## config.mk

```make
export PLATFORM = sky130hd
export DESIGN_NAME = rprq_cell
export DESIGN_NICKNAME = d
export VERILOG_FILES = /design/src/rprq_pkg.sv /design/src/rprq_cell.sv
export SDC_FILE = /design/constraint.sdc
export NUM_CORES = 1
export LEC_CHECK = 0
export ABC_AREA = 1
export BUFFER_PORTS_ARGS = -buffer_cell sky130_fd_sc_hd__buf_2
export CAP_MARGIN = 20
export CELL_PAD_IN_SITES_DETAIL_PLACEMENT = 2
export CELL_PAD_IN_SITES_GLOBAL_PLACEMENT = 2
export CORE_ASPECT_RATIO = 0.6
export CORE_UTILIZATION = 23
export DETAILED_ROUTE_END_ITERATION = 10
export PLACE_DENSITY = 0.94
export SYNTH_ARGS = -nofsm -noshare
export SYNTH_HDL_FRONTEND = slang
export SYNTH_SLANG_ARGS = --single-unit
export TNS_END_PERCENT = 5
```

## constraint.sdc

```tcl
create_clock -name i_clk -period 9.9 [get_ports i_clk]
set_input_delay 1.485 -clock i_clk [delete_from_list [all_inputs] [get_ports i_clk]]
set_output_delay 1.485 -clock i_clk [all_outputs]
set_load 0.02 [all_outputs]
```

## src/rprq_pkg.sv

```systemverilog
// Types and codes for the read priority request queue.
// Used by the cell chain, the top level and the checker; no dependencies.
`default_nettype none
package rprq_pkg;

    localparam int ADDR_W = 48;
    localparam int POS_W  = 8;

    localparam logic [1:0] CMD_ENQ   = 2'd0;
    localparam logic [1:0] CMD_DEQ   = 2'd1;
    localparam logic [1:0] CMD_CLEAR = 2'd2;
    localparam logic [1:0] CMD_NOP   = 2'd3;

    localparam logic [1:0] PL_TAIL    = 2'd0;
    localparam logic [1:0] PL_HEAD    = 2'd1;
    localparam logic [1:0] PL_ORDERED = 2'd2;
    localparam logic [1:0] PL_ALT     = 2'd3;

    localparam logic [2:0] ST_QUEUED   = 3'd0;
    localparam logic [2:0] ST_REJECTED = 3'd1;
    localparam logic [2:0] ST_DEQUEUED = 3'd2;
    localparam logic [2:0] ST_EMPTY    = 3'd3;
    localparam logic [2:0] ST_CLEARED  = 3'd4;

    localparam logic [7:0] REG_INTERVAL = 8'd0;
    localparam logic [7:0] REG_BUDGET   = 8'd1;

    localparam logic [7:0]  INTERVAL_RST = 8'd16;
    localparam logic [23:0] BUDGET_RST   = 24'd2048;

    typedef struct packed {
        logic [1:0]        command;
        logic [1:0]        placement;
        logic              is_write;
        logic              in_composite;
        logic [ADDR_W-1:0] block_address;
        logic [15:0]       sector_count;
        logic [7:0]        request_tag;
    } t_in_item;

    typedef struct packed {
        logic [2:0]        status;
        logic [7:0]        out_tag;
        logic              out_is_write;
        logic [ADDR_W-1:0] out_block_address;
        logic [15:0]       out_sector_count;
        logic [5:0]        occupancy;
    } t_out_item;

    typedef struct packed {
        logic              is_write;
        logic [ADDR_W-1:0] address;
        logic [15:0]       count;
        logic [7:0]        tag;
    } t_entry;

    typedef enum logic [1:0] {
        CELL_HOLD,
        CELL_INSERT,
        CELL_REMOVE
    } t_cell_op;

    typedef struct packed {
        t_cell_op         op;
        logic [POS_W-1:0] pos;
    } t_cell_ctl;

    typedef enum logic [1:0] {
        S_IDLE,
        S_EXEC,
        S_WALK,
        S_DONE
    } t_state;

endpackage
`default_nettype wire

```

## src/rprq_cell.sv

```systemverilog
// One queue position of the request chain: holds, takes the new entry or its
// left neighbor on insert, the right one on removal. Depends on rprq_pkg.
`default_nettype none
module rprq_cell #(
    parameter int IDX = 0
) (
    input  wire                      i_clk,
    input  wire rprq_pkg::t_cell_ctl i_ctl,
    input  wire rprq_pkg::t_entry    i_new,
    input  wire rprq_pkg::t_entry    i_left,
    input  wire rprq_pkg::t_entry    i_right,
    output rprq_pkg::t_entry         o_data
);

    localparam logic [rprq_pkg::POS_W:0] IDX_V = (rprq_pkg::POS_W + 1)'(IDX);

    rprq_pkg::t_entry r_data;
    rprq_pkg::t_entry n_data;
    logic [rprq_pkg::POS_W:0] pos_x;

    assign pos_x = {1'b0, i_ctl.pos};

    always_comb begin
        n_data = r_data;
        case (i_ctl.op)
            rprq_pkg::CELL_INSERT: begin
                if (IDX_V == pos_x) begin
                    n_data = i_new;
                end else if (IDX_V > pos_x) begin
                    n_data = i_left;
                end
            end
            rprq_pkg::CELL_REMOVE: n_data = i_right;
            default: n_data = r_data;
        endcase
    end

    always_ff @(posedge i_clk) begin
        r_data <= n_data;
    end

    assign o_data = r_data;

endmodule
`default_nettype wire

```

==> results summary <==
The flow ran to the end, and the final reports show no timing, DRC or antenna violations. The number of synthesized register bits is 73. Buffers inserted during clock tree synthesis total 9. The sum of net half-perimeters after detailed placement came out at 14.7 mm.

Of the total power, the clock network draws 0.357. The worst-case clock buffer depth came out at 2. After layout, the minimum clock period comes to ~3600 ps. The final count of hold timing violations is 0. For this run, the slowest stage of the critical path takes slightly above 500 ps.

The area fraction in and, or, nand and nor cells after synthesis came out at 0.270. The H-tree was split into 3 levels. The internal power of the cells is 0.610 mW. The number of top-level pins came out at 303. Counting every sink on the clock net gives 73. The cell area that synthesis handed to floorplanning was 4540 um2. On the final layout, the worst hold slack is 1420 ps.

The static leakage came out at between 3 and 4 nW. The biggest area contributor in the post-synthesis netlist is sky130_fd_sc_hd__edfxtp_1. The slew at the pin closest to its max-slew limit is 919 ps.

The count of flip-flops with a built-in enable after synthesis is 73. The biggest fanout along the worst timing path is 74. The number of flip-flops in the largest register came out at 73. The sequential cell fraction of total power is 0.439.

For this run, design rule violations remaining after detail routing come to 0. The number of antenna violations at the first check in global routing came out at 3. The share of cell area taken by muxes after synthesis came out at 0. Setup repair after global routing left no endpoint under its margin. The detailed-routing iteration count for the pre-antenna-repair pass came out at 4.

The total number of yosys warnings came out at 0. Dividing the detail-routed wire length by the instance count gives 17.8 um. The required arrival time at the worst endpoint is approximately 10000 ps. Tracing the worst setup path back leads to its startpoint at i_ctl[7]. The setup violation total in the final timing report is 0. The number of instances resized during post-cts repair came out at 0.

The residual overflow from global routing is 0. The class of the worst hold path is in2reg. The number of DRC markers after the initial detailed-route iteration came out at 196. The fraction of final layout cells with drive strength greater than 1 came out at 0.389. The die covers 20,300 um2. The average cell area after synthesis came out at 8.06 um2. The die width came out at 183 um. After synthesis, the netlist uses 11 different library cells. The global-route usage over all layers came out at 0.192. The final total power is roughly 0.86 mW. The post-route cell area is 6470 um2. The area share of the largest cell type after synthesis is 0.483. The number of setup buffers added after CTS is 0. Walking the worst path, the cells encountered are buf_2, nor2_1, nand2_2, buf_4, nor2_4, buf_4, buf_4, nand2_1, nand3_1, nand2_1.

The slowest library cell on the worst path is sky130_fd_sc_hd__buf_4. The detailed router placed 5,035 vias in this run. The global-route wire length before repair came out at 29.7 mm.

The count of filler cells inserted in the layout came out at 2,287. The arrival time at the worst endpoint came out at 3640 ps. The start point of the worst hold path is i_right[32]. By count the netlist is led by sky130_fd_sc_hd__nand2_1, sky130_fd_sc_hd__inv_1, sky130_fd_sc_hd__nand3_1. In this run the cell area measured after placement is approximately 6200 um2. The total number of placement rows came out at 39.

The share of total power dissipated in combinational logic is 0.204. The number of global-route vias before repair came out at about 5,300. The area added between synthesis and finish is 42.4%. The count of nets left with antenna violations after detail routing is 0.

At the end of routability-driven placement, the weighted congestion stood at 0.781. The fraction of the cycle the final worst path needs came out at 0.360. Yosys attributes the largest share of cell area to sky130_fd_sc_hd__edfxtp_1, sky130_fd_sc_hd__nand2_1, sky130_fd_sc_hd__o21bai_1, sky130_fd_sc_hd__nand3_1, sky130_fd_sc_hd__inv_1. The critical path in this run is classified as in2reg. The synthesized-area fraction occupied by ao, oa, aoi and oai cells came out at 0.121.

For this run, the register share of the synthesized area comes to 0.483. The top flip-flop cell by instance count after synthesis is sky130_fd_sc_hd__edfxtp_1. STA classifies the critical path startpoint as a primary input. The sum of routed wire length over all layers came out at 19.8 mm. Of the total synthesized cell area, the portion taken by full adders, half adders and majority gates is 0. The TritonCTS clock tree is built. The post-synthesis cell count is 563. Across the run, the number of max-cap violations was 0. The maximum frequency from static timing analysis is 281 MHz. The total nets after synthesis came out at 793. The async set-reset flop share out of synthesis came out at 0. The fraction of power spent switching nets is 0.288. The tree is rooted in a sky130_fd_sc_hd__clkbuf_16.

The port buffer count is ~300. The end point of the critical path is o_data[52]. The clock slew seen by the registers of the worst setup and hold paths came out at 70 ps.

The hold-fix buffer count after cts is 0. The number of pins with negative max-slew slack in the final report is 0. The die height came out at 111 um. In the post-synthesis netlist, the cell with the most instances is sky130_fd_sc_hd__nand2_1.

The net total in the final layout came out at 1,073. The synthesized-area fraction occupied by xor and xnor cells is 0. Measured on the finished design, the core utilization comes to 0.337. STA classifies the critical path endpoint as a flop. The initial utilization of the core area, before any placement, comes to 0.237.

The average vias per placed instance came out at 4.52. The tightest slew margin relative to the limit came out at 0.388. The highest ir drop seen on vdd came out at 0.0000667 V.

Dividing total power by cell area gives a power density of 132 nW/um2. Entering global routing, the biggest net connects 75 pins. The setup TNS after final layout came out at 0 ps. The core region is roughly 19,000 um2. After synthesis, the largest family of logic cells by area is simple AND/OR/NAND/NOR gates. The net switching power is 0.247 mW. Among the stages of the critical path, the cell type that occurs most often is sky130_fd_sc_hd__buf_4.
worst min path at each step:
stage                       endpoint  slack [ps]  depth (start not counted)
after floorplan            o_data[0]        1670                          2
after global placement    o_data[11]        1760                          3
after detailed placement  o_data[66]        1770                          3
after CTS                 o_data[66]        1400                          3
after global routing      o_data[15]        1410                          3
final                     o_data[32]        1420                          3
placed cells by master, fill, tap and decap left out:
cell                           n
sky130_fd_sc_hd__buf_16        1
sky130_fd_sc_hd__buf_2       302
sky130_fd_sc_hd__buf_4         6
sky130_fd_sc_hd__clkbuf_16     9
sky130_fd_sc_hd__clkinv_1      1
sky130_fd_sc_hd__clkinv_2      2
sky130_fd_sc_hd__clkinv_4      1
sky130_fd_sc_hd__clkinvlp_4    2
sky130_fd_sc_hd__diode_2       1
sky130_fd_sc_hd__edfxtp_1     73
sky130_fd_sc_hd__inv_1        74
sky130_fd_sc_hd__inv_2         1
sky130_fd_sc_hd__inv_6         1
sky130_fd_sc_hd__nand2_1     219
sky130_fd_sc_hd__nand2_2       2
sky130_fd_sc_hd__nand2_4       1
sky130_fd_sc_hd__nand3_1      74
sky130_fd_sc_hd__nor2_1        4
sky130_fd_sc_hd__nor2_4        2
sky130_fd_sc_hd__o21bai_1     73
kinds of logic (layout without fill, tap and decap cells):
group / Yosys count / after routing
and+or+nand+nor: 302 / 302
buffers and inverters: 115 / 400
other: 0 / 1
AOI/OAI and AO/OA: 73 / 73
DFF: 73 / 73
through the flow:
stage | setup WS [ps] | cells
global placement | 6070 | 1097
finish | 6340 | 1115
floorplan | 5760 | 563
global route | 6140 | 1114
CTS | 6320 | 1113
detailed placement | 5960 | 1097
metal layers:
layer	routed length, um	vias to the layer above	global-route usage
met5	23	-	0
met2	9860	189	0.344
met3	1440	21	0.0581
met1	8280	2453	0.225
met4	220	4	0.0383
li1	-	2368	-
power by group through the flow:
stage	clock, mW	sequential [mW]	combinational [mW]
6_report	0.306	0.376	0.175
5_1_grt	0.332	0.378	0.191
4_1_cts	0.320	0.377	0.177
3_5_place_dp	0	0.383	0.176
3_3_place_gp	0	0.381	0.169
2_1_floorplan	0	0.413	0.0575
worst max-delay path: cells and delay by family:
| kind | cells | cell delay (ps) |
|---|---|---|
| buffers and inverters | 4 | 1340 |
| AND/OR/NAND/NOR | 6 | 750 |
final cells by class:
type                            instances  area [um2]  share of cell area
Antenna cell                            1        2.50            0.000387
Clock buffer                            9         225              0.0348
Clock inverter                          7        46.3             0.00716
Inverter                               75         282              0.0435
Multi-Input combinational cell        375        1800               0.279
Sequential cell                        73        2190               0.339
Tap cell                              266         333              0.0515
Timing Repair Buffer                  309        1580               0.245
Power figures use the tool's default switching activity.
